**src/c128_pkg.sv**
```systemverilog
// ----------------------------------------------------------------------------
// c128_pkg
// Shared types, constants and functions of the Code 128 module serializer.
// ----------------------------------------------------------------------------
package c128_pkg;

   localparam logic [6:0]  SYM_MAX      = 7'd105;
   localparam logic [6:0]  SYM_MODULUS  = 7'd103;
   localparam logic [6:0]  WEIGHT_LAST  = 7'd102;
   localparam logic [3:0]  SYM_LEN      = 4'd11;
   localparam logic [3:0]  STOP_LEN     = 4'd13;
   localparam logic [12:0] STOP_PATTERN = 13'h18EB;
   localparam int          PROD_W       = 14;

   localparam logic [10:0] SYM_TABLE [0:105] = '{
      11'h6CC, 11'h66C, 11'h666, 11'h498, 11'h48C, 11'h44C, 11'h4C8, 11'h4C4, 11'h464, 11'h648,
      11'h644, 11'h624, 11'h59C, 11'h4DC, 11'h4CE, 11'h5CC, 11'h4EC, 11'h4E6, 11'h672, 11'h65C,
      11'h64E, 11'h6E4, 11'h674, 11'h76E, 11'h74C, 11'h72C, 11'h726, 11'h764, 11'h734, 11'h732,
      11'h6D8, 11'h6C6, 11'h636, 11'h518, 11'h458, 11'h446, 11'h588, 11'h468, 11'h462, 11'h688,
      11'h628, 11'h622, 11'h5B8, 11'h58E, 11'h46E, 11'h5D8, 11'h5C6, 11'h476, 11'h776, 11'h68E,
      11'h62E, 11'h6E8, 11'h6E2, 11'h6EE, 11'h758, 11'h746, 11'h716, 11'h768, 11'h762, 11'h71A,
      11'h77A, 11'h642, 11'h78A, 11'h530, 11'h50C, 11'h4B0, 11'h486, 11'h42C, 11'h426, 11'h590,
      11'h584, 11'h4D0, 11'h4C2, 11'h434, 11'h432, 11'h612, 11'h650, 11'h7BA, 11'h614, 11'h47A,
      11'h53C, 11'h4BC, 11'h49E, 11'h5E4, 11'h4F4, 11'h4F2, 11'h7A4, 11'h794, 11'h792, 11'h6DE,
      11'h6F6, 11'h7B6, 11'h578, 11'h51E, 11'h45E, 11'h5E8, 11'h5E2, 11'h7A8, 11'h7A2, 11'h5DE,
      11'h5EE, 11'h75E, 11'h7AE, 11'h684, 11'h690, 11'h69C
   };

   typedef struct packed {
      logic [6:0] sym;
      logic       first;
      logic       last;
      logic [6:0] check;
   } c128_entry_type;

   // bar/space pattern of a symbol, left aligned in the 13-bit shifter
   function automatic logic [12:0] sym_pattern(input logic [6:0] sym);
      logic [10:0] pat;
      if (sym > SYM_MAX) begin
         pat = SYM_TABLE[SYM_MAX];
      end else begin
         pat = SYM_TABLE[sym];
      end
      return {pat, 2'b00};
   endfunction

   // x mod 103 by folding 128 = 25 (mod 103)
   function automatic logic [6:0] mod103(input logic [PROD_W-1:0] x);
      logic [11:0] f1;
      logic [9:0]  f2;
      logic [7:0]  f3;
      logic [7:0]  r;
      f1 = 12'(x[13:7]) * 12'd25 + 12'(x[6:0]);
      f2 = 10'(f1[11:7]) * 10'd25 + 10'(f1[6:0]);
      f3 = 8'(f2[9:7]) * 8'd25 + 8'(f2[6:0]);
      if (f3 >= 8'd206) begin
         r = f3 - 8'd206;
      end else if (f3 >= 8'(SYM_MODULUS)) begin
         r = f3 - 8'(SYM_MODULUS);
      end else begin
         r = f3;
      end
      return r[6:0];
   endfunction

endpackage

```
**src/c128_front.sv**
```systemverilog
// ----------------------------------------------------------------------------
// c128_front
// Accepts symbols, saturates them and updates the mod 103 checksum.
// ----------------------------------------------------------------------------
module c128_front import c128_pkg::*; (
   input  logic           clock,
   input  logic           reset,
   input  logic           req_valid,
   output logic           req_stall,
   input  logic [6:0]     req_symbol,
   input  logic           req_first,
   input  logic           req_last,
   output logic           push_valid,
   output c128_entry_type push_entry,
   input  logic           push_full
);

   logic              stage_valid_ff, stage_valid_in;
   logic [6:0]        sym_ff;
   logic              first_ff, last_ff;
   logic [PROD_W-1:0] prod_ff, prod_in;
   logic [6:0]        acc_ff, acc_in;
   logic [6:0]        weight_ff, weight_in;
   logic [6:0]        sym_sat;
   logic [6:0]        red;
   logic              accept, push;

   always_comb begin
      sym_sat = (req_symbol > SYM_MAX) ? SYM_MAX : req_symbol;
      accept  = req_valid && !stage_valid_ff;
      push    = stage_valid_ff && !push_full;
      if (req_first) begin
         prod_in = PROD_W'(sym_sat);
      end else begin
         prod_in = PROD_W'(sym_sat) * PROD_W'(weight_ff) + PROD_W'(acc_ff);
      end
      red = mod103(prod_ff);
      stage_valid_in = accept || (stage_valid_ff && !push);
      acc_in    = acc_ff;
      weight_in = weight_ff;
      if (push) begin
         if (last_ff) begin
            acc_in    = '0;
            weight_in = '0;
         end else begin
            acc_in = red;
            if (first_ff) begin
               weight_in = 7'd1;
            end else if (weight_ff == WEIGHT_LAST) begin
               weight_in = '0;
            end else begin
               weight_in = weight_ff + 7'd1;
            end
         end
      end
   end

   always_ff @(posedge clock) begin
      if (reset) begin
         stage_valid_ff <= 1'b0;
         acc_ff         <= '0;
         weight_ff      <= '0;
      end else begin
         stage_valid_ff <= stage_valid_in;
         acc_ff         <= acc_in;
         weight_ff      <= weight_in;
      end
   end

   always_ff @(posedge clock) begin
      if (accept) begin
         sym_ff   <= sym_sat;
         first_ff <= req_first;
         last_ff  <= req_last;
         prod_ff  <= prod_in;
      end
   end

   assign req_stall        = stage_valid_ff;
   assign push_valid       = stage_valid_ff;
   assign push_entry.sym   = sym_ff;
   assign push_entry.first = first_ff;
   assign push_entry.last  = last_ff;
   assign push_entry.check = red;

`ifndef SYNTH
   a_acc_range: assert property (@(posedge clock) disable iff (reset)
      acc_ff < SYM_MODULUS) else $error("checksum out of range");
   a_weight_range: assert property (@(posedge clock) disable iff (reset)
      weight_ff < SYM_MODULUS) else $error("weight out of range");
   a_hold_on_full: assert property (@(posedge clock) disable iff (reset)
      (stage_valid_ff && push_full) |=> (stage_valid_ff && $stable(prod_ff)))
      else $error("staged transaction lost while queue full");
`endif

endmodule

```
**src/c128_queue.sv**
```systemverilog
// ----------------------------------------------------------------------------
// c128_queue
// Two-entry queue between the symbol front end and the module serializer.
// ----------------------------------------------------------------------------
module c128_queue import c128_pkg::*; (
   input  logic           clock,
   input  logic           reset,
   input  logic           push_valid,
   input  c128_entry_type push_entry,
   output logic           push_full,
   input  logic           pop,
   output logic           head_valid,
   output c128_entry_type head_entry
);

   c128_entry_type mem_ff [0:1];
   logic           wr_ptr_ff, rd_ptr_ff;
   logic [1:0]     count_ff;
   logic           do_push, do_pop;

   assign push_full  = (count_ff == 2'd2);
   assign head_valid = (count_ff != 2'd0);
   assign head_entry = mem_ff[rd_ptr_ff];
   assign do_push    = push_valid && !push_full;
   assign do_pop     = pop && head_valid;

   always_ff @(posedge clock) begin
      if (reset) begin
         wr_ptr_ff <= 1'b0;
         rd_ptr_ff <= 1'b0;
         count_ff  <= '0;
      end else begin
         if (do_push) begin
            wr_ptr_ff <= !wr_ptr_ff;
         end
         if (do_pop) begin
            rd_ptr_ff <= !rd_ptr_ff;
         end
         count_ff <= count_ff + 2'(do_push) - 2'(do_pop);
      end
   end

   always_ff @(posedge clock) begin
      if (do_push) begin
         mem_ff[wr_ptr_ff] <= push_entry;
      end
   end

endmodule

```
**src/c128_back.sv**
```systemverilog
// ----------------------------------------------------------------------------
// c128_back
// Serializes quiet zones, symbol, check and stop patterns into modules.
// ----------------------------------------------------------------------------
module c128_back import c128_pkg::*; #(
   parameter int QUIET_MODULES = 10
) (
   input  logic           clock,
   input  logic           reset,
   input  logic           head_valid,
   input  c128_entry_type head_entry,
   output logic           pop,
   output logic           rsp_valid,
   input  logic           rsp_stall,
   output logic           rsp_module_res,
   output logic           rsp_end_of_run
);

   typedef enum logic [2:0] {
      PH_IDLE, PH_LEAD, PH_SYM, PH_CHK, PH_STP, PH_TRAIL
   } phase_type;

   localparam logic [3:0] QUIET_LEN = 4'(QUIET_MODULES);

   phase_type   phase_ff, phase_in, next_ph, load_ph;
   logic [3:0]  cnt_ff, cnt_in;
   logic [12:0] shift_ff, shift_in;
   logic [6:0]  sym_ff, check_ff;
   logic        last_ff;
   logic        rsp_valid_ff, rsp_module_ff, rsp_eor_ff;
   logic        adv, fire, final_mod, item_done;
   logic [6:0]  ld_sym, ld_check;

   always_comb begin
      adv       = !rsp_valid_ff || !rsp_stall;
      fire      = (phase_ff != PH_IDLE) && adv;
      final_mod = (cnt_ff == 4'd1);
      unique case (phase_ff)
         PH_LEAD:  next_ph = PH_SYM;
         PH_SYM:   next_ph = last_ff ? PH_CHK : PH_IDLE;
         PH_CHK:   next_ph = PH_STP;
         PH_STP:   next_ph = (QUIET_LEN != 4'd0) ? PH_TRAIL : PH_IDLE;
         PH_TRAIL: next_ph = PH_IDLE;
         default:  next_ph = PH_IDLE;
      endcase
      item_done = fire && final_mod && (next_ph == PH_IDLE);
      pop       = head_valid && ((phase_ff == PH_IDLE) || item_done);

      // phase to enter and the operands it loads from
      if (pop) begin
         load_ph  = (head_entry.first && (QUIET_LEN != 4'd0)) ? PH_LEAD : PH_SYM;
         ld_sym   = head_entry.sym;
         ld_check = head_entry.check;
      end else begin
         load_ph  = next_ph;
         ld_sym   = sym_ff;
         ld_check = check_ff;
      end

      phase_in = phase_ff;
      cnt_in   = cnt_ff;
      shift_in = shift_ff;
      if (pop || (fire && final_mod)) begin
         phase_in = load_ph;
         unique case (load_ph)
            PH_LEAD, PH_TRAIL: begin
               cnt_in   = QUIET_LEN;
               shift_in = '0;
            end
            PH_SYM: begin
               cnt_in   = SYM_LEN;
               shift_in = sym_pattern(ld_sym);
            end
            PH_CHK: begin
               cnt_in   = SYM_LEN;
               shift_in = sym_pattern(ld_check);
            end
            PH_STP: begin
               cnt_in   = STOP_LEN;
               shift_in = STOP_PATTERN;
            end
            default: begin
               cnt_in   = '0;
               shift_in = '0;
            end
         endcase
      end else if (fire) begin
         cnt_in   = cnt_ff - 4'd1;
         shift_in = {shift_ff[11:0], 1'b0};
      end
   end

   always_ff @(posedge clock) begin
      if (reset) begin
         phase_ff     <= PH_IDLE;
         cnt_ff       <= '0;
         rsp_valid_ff <= 1'b0;
      end else begin
         phase_ff <= phase_in;
         cnt_ff   <= cnt_in;
         if (adv) begin
            rsp_valid_ff <= fire;
         end
      end
   end

   always_ff @(posedge clock) begin
      shift_ff <= shift_in;
      if (pop) begin
         sym_ff   <= head_entry.sym;
         check_ff <= head_entry.check;
         last_ff  <= head_entry.last;
      end
      if (fire) begin
         rsp_module_ff <= shift_ff[12];
         rsp_eor_ff    <= final_mod && (next_ph == PH_IDLE);
      end
   end

   assign rsp_valid      = rsp_valid_ff;
   assign rsp_module_res = rsp_module_ff;
   assign rsp_end_of_run = rsp_eor_ff;

`ifndef SYNTH
   a_count_live: assert property (@(posedge clock) disable iff (reset)
      (phase_ff != PH_IDLE) |-> (cnt_ff != 4'd0)) else $error("empty phase still active");
   a_run_open: assert property (@(posedge clock) disable iff (reset)
      (rsp_valid_ff && !rsp_eor_ff) |-> (phase_ff != PH_IDLE))
      else $error("transaction ended without end_of_run");
   a_stop_len: assert property (@(posedge clock) disable iff (reset)
      (phase_ff == PH_STP && $past(phase_ff) != PH_STP) |-> (cnt_ff == STOP_LEN))
      else $error("stop pattern loaded with wrong length");
`endif

endmodule

```
**src/code128_symbol_to_modules.sv**
```systemverilog
// ----------------------------------------------------------------------------
// code128_symbol_to_modules
// Code 128 symbol values in, serialized bar/space modules out.
// ----------------------------------------------------------------------------
// an accepted symbol passes the front stage, the queue and the serializer registers
// throughput: one module per cycle while rsp_stall is low; a data symbol is 11 modules
// the front end takes no new symbol while its stage holds one; it feeds a 2-entry queue
// a barcode's last symbol adds 24 modules plus the trailing quiet zone
// reset: synchronous, clears queue, phase, checksum and position weight
module code128_symbol_to_modules import c128_pkg::*; #(
   parameter int QUIET_MODULES = 10
) (
   input  logic       clock,
   input  logic       reset,
   input  logic       req_valid,
   output logic       req_stall,
   input  logic [6:0] req_symbol,
   input  logic       req_first,
   input  logic       req_last,
   output logic       rsp_valid,
   input  logic       rsp_stall,
   output logic       rsp_module_res,
   output logic       rsp_end_of_run
);

   logic           push_valid, push_full;
   c128_entry_type push_entry;
   logic           pop, head_valid;
   c128_entry_type head_entry;

   c128_front u_front (
      .clock      (clock),
      .reset      (reset),
      .req_valid  (req_valid),
      .req_stall  (req_stall),
      .req_symbol (req_symbol),
      .req_first  (req_first),
      .req_last   (req_last),
      .push_valid (push_valid),
      .push_entry (push_entry),
      .push_full  (push_full)
   );

   c128_queue u_queue (
      .clock      (clock),
      .reset      (reset),
      .push_valid (push_valid),
      .push_entry (push_entry),
      .push_full  (push_full),
      .pop        (pop),
      .head_valid (head_valid),
      .head_entry (head_entry)
   );

   c128_back #(
      .QUIET_MODULES (QUIET_MODULES)
   ) u_back (
      .clock          (clock),
      .reset          (reset),
      .head_valid     (head_valid),
      .head_entry     (head_entry),
      .pop            (pop),
      .rsp_valid      (rsp_valid),
      .rsp_stall      (rsp_stall),
      .rsp_module_res (rsp_module_res),
      .rsp_end_of_run (rsp_end_of_run)
   );

endmodule

```
**config.mk**
```make
export PLATFORM = sky130hd
export DESIGN_NAME = code128_symbol_to_modules
export DESIGN_NICKNAME = d
export VERILOG_FILES = /design/src/c128_pkg.sv /design/src/c128_front.sv /design/src/c128_queue.sv /design/src/c128_back.sv /design/src/code128_symbol_to_modules.sv
export SDC_FILE = /design/constraint.sdc
export NUM_CORES = 1
export LEC_CHECK = 0
export BUFFER_PORTS_ARGS = -buffer_cell sky130_fd_sc_hd__clkbuf_2
export CAP_MARGIN = 10
export CORE_MARGIN = 4
export CORE_UTILIZATION = 39
export DETAILED_ROUTE_END_ITERATION = 16
export GPL_TIMING_DRIVEN = 0
export PLACE_DENSITY = 0.61
export SYNTH_ARGS = -nofsm -noshare
export SYNTH_HDL_FRONTEND = slang
export SYNTH_HIERARCHICAL = 1
export SYNTH_SLANG_ARGS = --single-unit
```
**constraint.sdc**
```tcl
create_clock -name clock -period 10.65 [get_ports clock]
set_input_delay 1.065 -clock clock [delete_from_list [all_inputs] [get_ports clock]]
set_output_delay 1.065 -clock clock [all_outputs]
set_load 0.02 [all_outputs]
```
# Word level (Yosys, flattened, before mapping)
# Memory sizes are Yosys's and may differ from the RTL's. A register that Yosys moved wholly into a read port is not among the register bits.
# Cells that the tools add are included.
# word_totals
elab_cells	115
rom_bits	2816
mem_bits_rw	32
inputBits	13
mem_count	3
register_bits	80
# memory_table
memory	depth	word_bits	read_ports	rd_clocked_by_memory_dff	wr	line	text
(no name shown)	128	11	1	0	0	c128_pkg.sv:42	pat = SYM_TABLE[sym];
(no name shown)	128	11	1	0	0	c128_pkg.sv:42	
u_queue.mem_ff	2	16	1	1	1	c128_queue.sv:16	c128_entry_type mem_ff [0:1];
# classes
mux	30
n_mul	4
order_cmp	7
n_eq_ne	12
bitwise_logic	2
n_reduce_logical	27
add_sub_neg	10
# ops
operator	count
two-way mux 7 bit	10
two-way mux 11 bit	6
one-hot mux 13 bit (3 select lines)	1
two-way mux 13 bit	2
>= comparator 8 bit, second input constant	3
> comparator 7 bit, second input constant	3
NOT 7 -> 8 bit	2
adder 14 x 7 -> 14 bit	1
multiplier 7 x 7 -> 14 bit	1
subtractor 7 bit, second input constant	2
adder 12 x 7 -> 12 bit	1
== test 3 x 2 -> 1 bit, second input constant	4
multiplier 7 x 5 -> 12 bit, second input constant	1
one-hot mux 3 bit (4 select lines)	1
one-hot mux 4 bit (3 select lines)	1
adder 10 x 7 -> 10 bit	1
multiplier 5 x 5 -> 10 bit, second input constant	1
== test 3 bit, second input constant	3
logical AND 1 bit	9
adder 8 x 7 -> 8 bit	1
>= comparator 8 x 7 -> 1 bit, second input constant	1
multiplier 3 x 5 -> 8 bit, second input constant	1
two-way mux 4 bit	2
adder 7 x 1 -> 7 bit, second input constant	1
16 further kinds	33

# Depth between registers and ports, before layout
# Gate-level depths: netlist of the first run.
# logic_depth
word_depth	15
mapped_depth	35
depth_no_buf	35

# Modules after synthesis
# Netlist of the first run, hierarchy kept.
# modules_own_cells
mod	instances	seq_area_each_um2	area_each_um2	cells_per_inst
c128_front	1	991.0	5631.7	616
c128_back	1	920.9	5296.3	728
c128_queue	1	1061.0	1388.8	76

# Worst setup path after synthesis of the first run
# No wires, ideal clock.
# synth_timing
kind	register -> register
from	register u_front.prod_ff[8]
to	memory u_queue/mem_ff[0][4] (netlist bit), data pin
setup_time_ps	258
stages_incl_launch_ff	34
arrival_time_ps	8144
path_buffers	0
t_required_ps	10392
path_slack_ps	2248
cell_sequence	edfxtp_1 ha_1 inv_1 fa_1 fa_1 inv_1 ha_1 inv_1 o21bai_1 a21oi_1 o21ai_0 and4_1 nor3_1 ha_1 ha_1 fa_1 ha_1 a21oi_1 nor2b_1 o21a_1 o41ai_1 xnor2_1 ha_1 inv_1 fa_1 inv_1 ha_1 o21ai_1 a21o_2 a211oi_1 o311ai_0 a21oi_1 o21ai_0 and2_1
# synth_rtl
element	line	text
from (decl)	c128_front.sv:21	logic [PROD_W-1:0] prod_ff, prod_in;
from (signal assigned)	c128_front.sv:75	prod_ff <= prod_in;
to (decl)	c128_queue.sv:16	

==> results of run 1 <==
==> cell families (layout without fill, tap and decap cells) <==
family | after synthesis | after routing | share of synthesized area, %
compound gates | 442 | 442 | 25.0
buf+inv | 215 | 266 | 7.60
xor+xnor | 48 | 48 | 3.41
simple gates | 397 | 397 | 16.6
fa+ha+maj | 175 | 175 | 20.5
flops | 113 | 113 | 24.1
mux | 30 | 30 | 2.70
==> per-layer routing <==
layer / GRT usage [%] / share of wire (%) / up-vias
li1: - / - / 5316
met3: 4.57 / 8.6 / 112
met5: 0 / 0 / -
met2: 33.6 / 43 / 636
met4: 8.25 / 3.4 / 0
met1: 33.5 / 45 / 5605
==> final cells by class <==
type,count,area (um2)
repair buffers,19,108
inverters,129,484
clock inverters,13,186
clock buffers,19,433
flip-flops and latches,113,2970
fillers,3099,17400
multi-input cells,1092,8410
plain buffers,86,452
well taps,396,495
==> per-stage QoR <==
step                      hold WS [ps]  util (%)  cells  cell area (um2)  setup WS [ps]
after floorplan                    400         -   1420            12300           2250
after global placement             404      41.7   1832            12900           1160
after detailed placement           418      41.8   1834            12900           1100
after CTS                          432      43.8   1866            13500           1040
after global routing               434      43.8   1867            13500            384
final                              427      43.8   1867            13500           1140
==> critical path, delay by kind of cell (launching register included) <==
| kind | cells | cell delay (ps) |
|---|---|---|
| adder cells (fa/ha/maj) | 11 | 4350 |
| AND/OR/NAND/NOR | 3 | 700 |
| buffers and inverters | 5 | 290 |
| XOR/XNOR | 1 | 250 |
| flip-flops | 1 | 460 |
| AO/OA/AOI/OAI | 13 | 3370 |
==> path summary, 6_finish.rpt <==
kind | to | slack, ps | depth (start not counted)
max | u_front/acc_ff[2] | 1140 | 33
min | u_back/rsp_module_res | 430 | 0
max reg2reg | u_front/acc_ff[2] | 1140 | 33
min reg2reg | u_back/rsp_module_res | 430 | 0
==> registers in the layout, indices dropped and copies added (netlist names), named ones only <==
register,cells
u_queue/mem_ff,32
u_front/prod_ff,14
u_back/shift_ff,13
u_back/check_ff,7
u_back/sym_ff,7
u_front/acc_ff,7
u_front/sym_ff,7
u_front/weight_ff,7
u_back/cnt_ff,4
u_back/phase_ff,3
u_queue/count_ff,2
u_back/last_ff,1
u_back/rsp_end_of_run,1
u_back/rsp_module_res,1
u_back/rsp_valid,1
u_front/first_ff,1
u_front/last_ff,1
u_front/push_valid,1
u_queue/rd_ptr_ff,1
u_queue/wr_ptr_ff,1
==> placed cells by master, fill, tap and decap left out, types with 10 or more instances in the layout <==
cell	Yosys	routed
o2111ai_1	11	11
nand4_1	10	10
buf_4	10	10
a211oi_1	23	23
a221oi_1	15	15
edfxtp_1	71	71
clkbuf_1	38	40
nor2_1	78	78
fa_1	45	45
mux2_1	15	15
a31oi_1	27	27
o21ai_0	75	75
a21o_1	14	14
xnor2_1	29	29
nand3_1	36	36
inv_1	122	122
o31ai_1	12	12
nand2b_1	15	15
nor3_1	32	32
o311ai_0	10	10
ha_1	130	130
a21oi_1	106	106
or3_1	13	13
xor2_1	19	19
buf_2	25	26
nand2_1	108	108
and3_1	18	18
clkbuf_16	0	17
and2_1	29	29
o211ai_1	20	20
dfxtp_1	42	42
clkbuf_2	0	16
==> qor.csv, run 1 <==
metric,value,unit
register area share after synthesis,24.1,%
CP startpoint,u_front/prod_ff[9],
Critical-path top delay cell,a211oi_1,
Die Y,186,um
DRC,0,
initial antenna violation count,0,
max-cap viol count,0,
Layout Skew,18.1,ps
clk_lat worst skew,410,ps
DP HPWL,29.6,mm
Synth Flop Type,edfxtp_1,
clk buf depth,2,
total negative slack,0,ps
CP startpoint kind,flop,
"Reg clk slew, reported paths",60,ps
CP Data Arrival Time,9870,ps
worst-path fanout max,6,
Yosys cell types,109,
vias in the first global route,11200,
RSZ-0062 raised after global routing,no,
ANT cells,0,
cts hold-fix bufs,0,
"count leader, synth",ha_1,
I/O Pins,17,
kind of end point of the critical path,flop,
Final Critical Period,9510,ps
synth cell count leaders,"130 x ha_1, 122 x inv_1, 108 x nand2_1",
Yosys top cell area share,17.3,%
Cells after Synth,1420,
fmax,105,MHz
# setup viols final,0,
kind of critical path,reg -> reg,
GPL Wtd Cong,1.01,
Synth area leaders,"edfxtp_1 17%, ha_1 13%, fa_1 7.3%",
row cnt,64,
layout cells sized above 1,10.5,%
cell taking the most area after synthesis,edfxtp_1,
async set or reset register ratio after synthesis,0,%
Post-Route WL,39.7,mm
synthesized area per cell,8.67,um2
final net count,1646,
Worst EP required,11010,ps
Root Buffer,clkbuf_16,
"flops & latches, synth",113,
area delta synth->final,9.94,%
GRT Util Overall,23.0,%
DRT antenna net count,0,
Crit path top cell by count,ha_1,
HP Class,reg -> reg,
Mapped Nets,1608,
vias per cell,6.25,
TritonCTS clock tree,built,
Initial Util,39.8,%
WL/cell,21.3,um
CTS H-tree depth,4,
Initial DRC Count,1523,
global-route wire length before repair,63.0,mm
Final Hold Fails,0,
"Setup Fix Bufs, Post-CTS",0,
CTS Buf Count,17,
area of the core,30900,um2
Slew Limit Fails,0,
Final period util,89.3,%
worst slew pin tran,1130,ps
number of synthesized flops with an enable pin,71,
r2r startpoint,u_front/prod_ff[9],
Port Buffers,16,
clk sinks,113,
HP Start,u_back/shift_ff[12],
largest net degree at the start of global routing,22,
YS warnings,6,
Vias,11700,
CP max stage delay,660,ps
area of the die,34500,um2
DRT Pass-1 Iters,6,
post-CTS sizing,0,
synthesized area,12300,um2
"Remaining Overflow, GRT",0,
Die W,186,um
outcome,completed,
Worst slew margin,24.2,%
Power of run 1 is not shown: default switching activity piles up to over one toggle a cycle in this logic, so the estimate is an artifact.
==> run 2: changes to the inputs <==
--- a/config.mk
+++ b/config.mk
@@ -12,6 +12,8 @@
 export DETAILED_ROUTE_END_ITERATION = 16
 export GPL_TIMING_DRIVEN = 0
 export PLACE_DENSITY = 0.61
+export RECOVER_POWER = 25
+export SLEW_MARGIN = 20
 export SYNTH_ARGS = -nofsm -noshare
 export SYNTH_HDL_FRONTEND = slang
 export SYNTH_HIERARCHICAL = 1
==> run 2 against run 1 <==
Net effect: via count up 0.17%; global-route usage is essentially flat; clock-buffer cell count is the same; highest routed layer unchanged; design area down 0.85%; the run now ends with capacitance limit, slew limit left; sequential cell count unchanged; worst setup slack worse by 45 ps; hold slack better by 8.5 ps; clock skew decreased by 2.7 ps; non-clock buffer count shrank 3; routed wire length barely moved; die area unchanged; register-to-register slack got worse by 50 ps.
==> qor.csv, run 2 (synthesis gave the netlist of run 1 again) <==
metric,value,unit,change
# setup viols final,0,,unchanged
I/O Pins,17,,unchanged
Final Hold Fails,0,,unchanged
Initial DRC Count,1603,,+5.3%
Port Buffers,16,,unchanged
DP Cell Count,1832,,-0.11%
fmax,105,MHz,-0.48%
CP startpoint kind,flop,,
clk sinks,113,,unchanged
Biggest register,u_queue/mem_ff,,
WL/cell,21.3,um,+0.13%
RSZ-0062 raised after global routing,no,,
Critical-path top delay cell,a211oi_1,,
Layout Skew,15.4,ps,-2.70 ps
largest registers,"u_queue/mem_ff (32), u_front/prod_ff (14), u_back/shift_ff (13)",,
largest net degree at the start of global routing,24,,+9.1%
Fillers,3081,,-0.58%
area of the die,34500,um2,unchanged
Vias,11700,,+0.17%
DRT Pass-1 Iters,6,,unchanged
Worst slew margin,-34.2,%,-58 points
worst setup margin,1100,ps,-45.4 ps
kind of end point of the critical path,flop,,
worst slew pin tran,2010,ps,+875 ps
worst-path fanout max,6,,unchanged
Layout Utilization,43.4,%,-0.37 points
DP HPWL,29.5,mm,-0.46%
Initial Util,39.8,%,unchanged
layout cells sized above 1,9.54,%,-0.93 points
vias per cell,6.27,,+0.33%
kind of critical path,reg -> reg,,
CP Data Arrival Time,9910,ps,+40 ps
area delta synth->final,9.01,%,
Final Non-Filler Cells,1864,,-0.16%
CTS H-tree depth,4,,unchanged
CTS Buf Count,17,,unchanged
Die Y,186,um,unchanged
final net count,1643,,-0.18%
"Remaining Overflow, GRT",0,,unchanged
initial antenna violation count,0,,unchanged
"commonest non-fill, non-tap cell in the layout",ha_1,,
Final period util,89.7,%,+0.43 points
Post-Route WL,39.7,mm,about the same
clk_lat worst skew,420,ps,about the same
"Reg clk slew, reported paths",60,ps,about the same
"commonest cells after routing, fill and taps aside","130 x ha_1, 122 x inv_1, 108 x nand2_1",,
cts hold-fix bufs,0,,unchanged
GPL Wtd Cong,1.01,,unchanged
DRC,0,,unchanged
Worst EP required,11010,ps,about the same
DRT antenna net count,0,,unchanged
post-CTS sizing,0,,unchanged
area of the core,30900,um2,unchanged
TritonCTS clock tree,built,,
Root Buffer,clkbuf_16,,
Final Critical Period,9560,ps,+45.4 ps
row cnt,64,,unchanged
vias in the first global route,11100,,-0.45%
"Setup Fix Bufs, Post-CTS",0,,unchanged
Largest register FFs,32,,unchanged
Crit path top cell by count,ha_1,,
ANT cells,0,,unchanged
HP Class,reg -> reg,,
Slew Limit Fails,24,,+24
failing checks,"capacitance limit, slew limit",,
clk buf depth,2,,unchanged
CP max stage delay,670,ps,about the same
Die W,186,um,unchanged
max-cap viol count,1,,+1
outcome,"finished, violations left",,
pre-CTS WS,1100,ps,+2.54 ps
total negative slack,0,ps,unchanged
global-route wire length before repair,62.9,mm,-0.28%
GRT Util Overall,22.9,%,-0.044 points
run 2: changes by cell type in the layout (fill, tap and decap cells not counted), moves of 2 or more:
cell,previous run,this run
clkinvlp_4,4,2
clkinv_2,2,6
clkinv_1,0,2
clkbuf_2,16,11
clkbuf_1,40,49
buf_4,10,7
bufinv_16,4,2
run 2: final timing paths:
kind	endpoint	startpoint	cells after the start	slack (ps)
worst max-delay path	u_front/acc_ff[2]	u_front/prod_ff[8]	33	1100
worst min-delay path	u_back/rsp_module_res	u_back/shift_ff[12]	0	440
worst max register to register	u_front/acc_ff[2]	u_front/prod_ff[8]	33	1100
worst min register to register	u_back/rsp_module_res	u_back/shift_ff[12]	0	440
run 2: per-stage QoR:
| stage | hold WS, ps | area, um2 |
|---|---|---|
| 2_1_floorplan | 400 | 12300 |
| 3_3_place_gp | 404 | 12900 |
| 3_5_place_dp | 410 | 12900 |
| 4_1_cts | 442 | 13500 |
| 5_1_grt | 455 | 13400 |
| 6_report | 436 | 13400 |
run 2: final cells by class:
cell class,instances,area (um2),share of cell area [%]
plain buffers,86,440,3.28
clock buffers,19,433,3.22
clock inverters,13,121,0.904
inverters,129,484,3.61
multi-input cells,1092,8410,62.6
flip-flops and latches,113,2970,22.1
well taps,396,495,3.69
repair buffers,16,73.8,0.550
run 2: worst max-delay path, delay by kind of cell, from the launching register on:
family / cells / cell delay [ps]
compound gates: 13 / 3390
xor+xnor: 1 / 240
fa+ha+maj: 11 / 4360
buf+inv: 5 / 290
flops: 1 / 460
simple gates: 3 / 720
run 2: routing by layer:
layer | vias up | part of all wire (%) | global-route usage, %
met5 | - | 0 | 0
met4 | 0 | 3.2 | 7.52
met3 | 122 | 8.8 | 4.01
met2 | 674 | 42 | 34.1
met1 | 5587 | 46 | 33.7
li1 | 5306 | - | -
Power of run 2 is left out for the same reason.
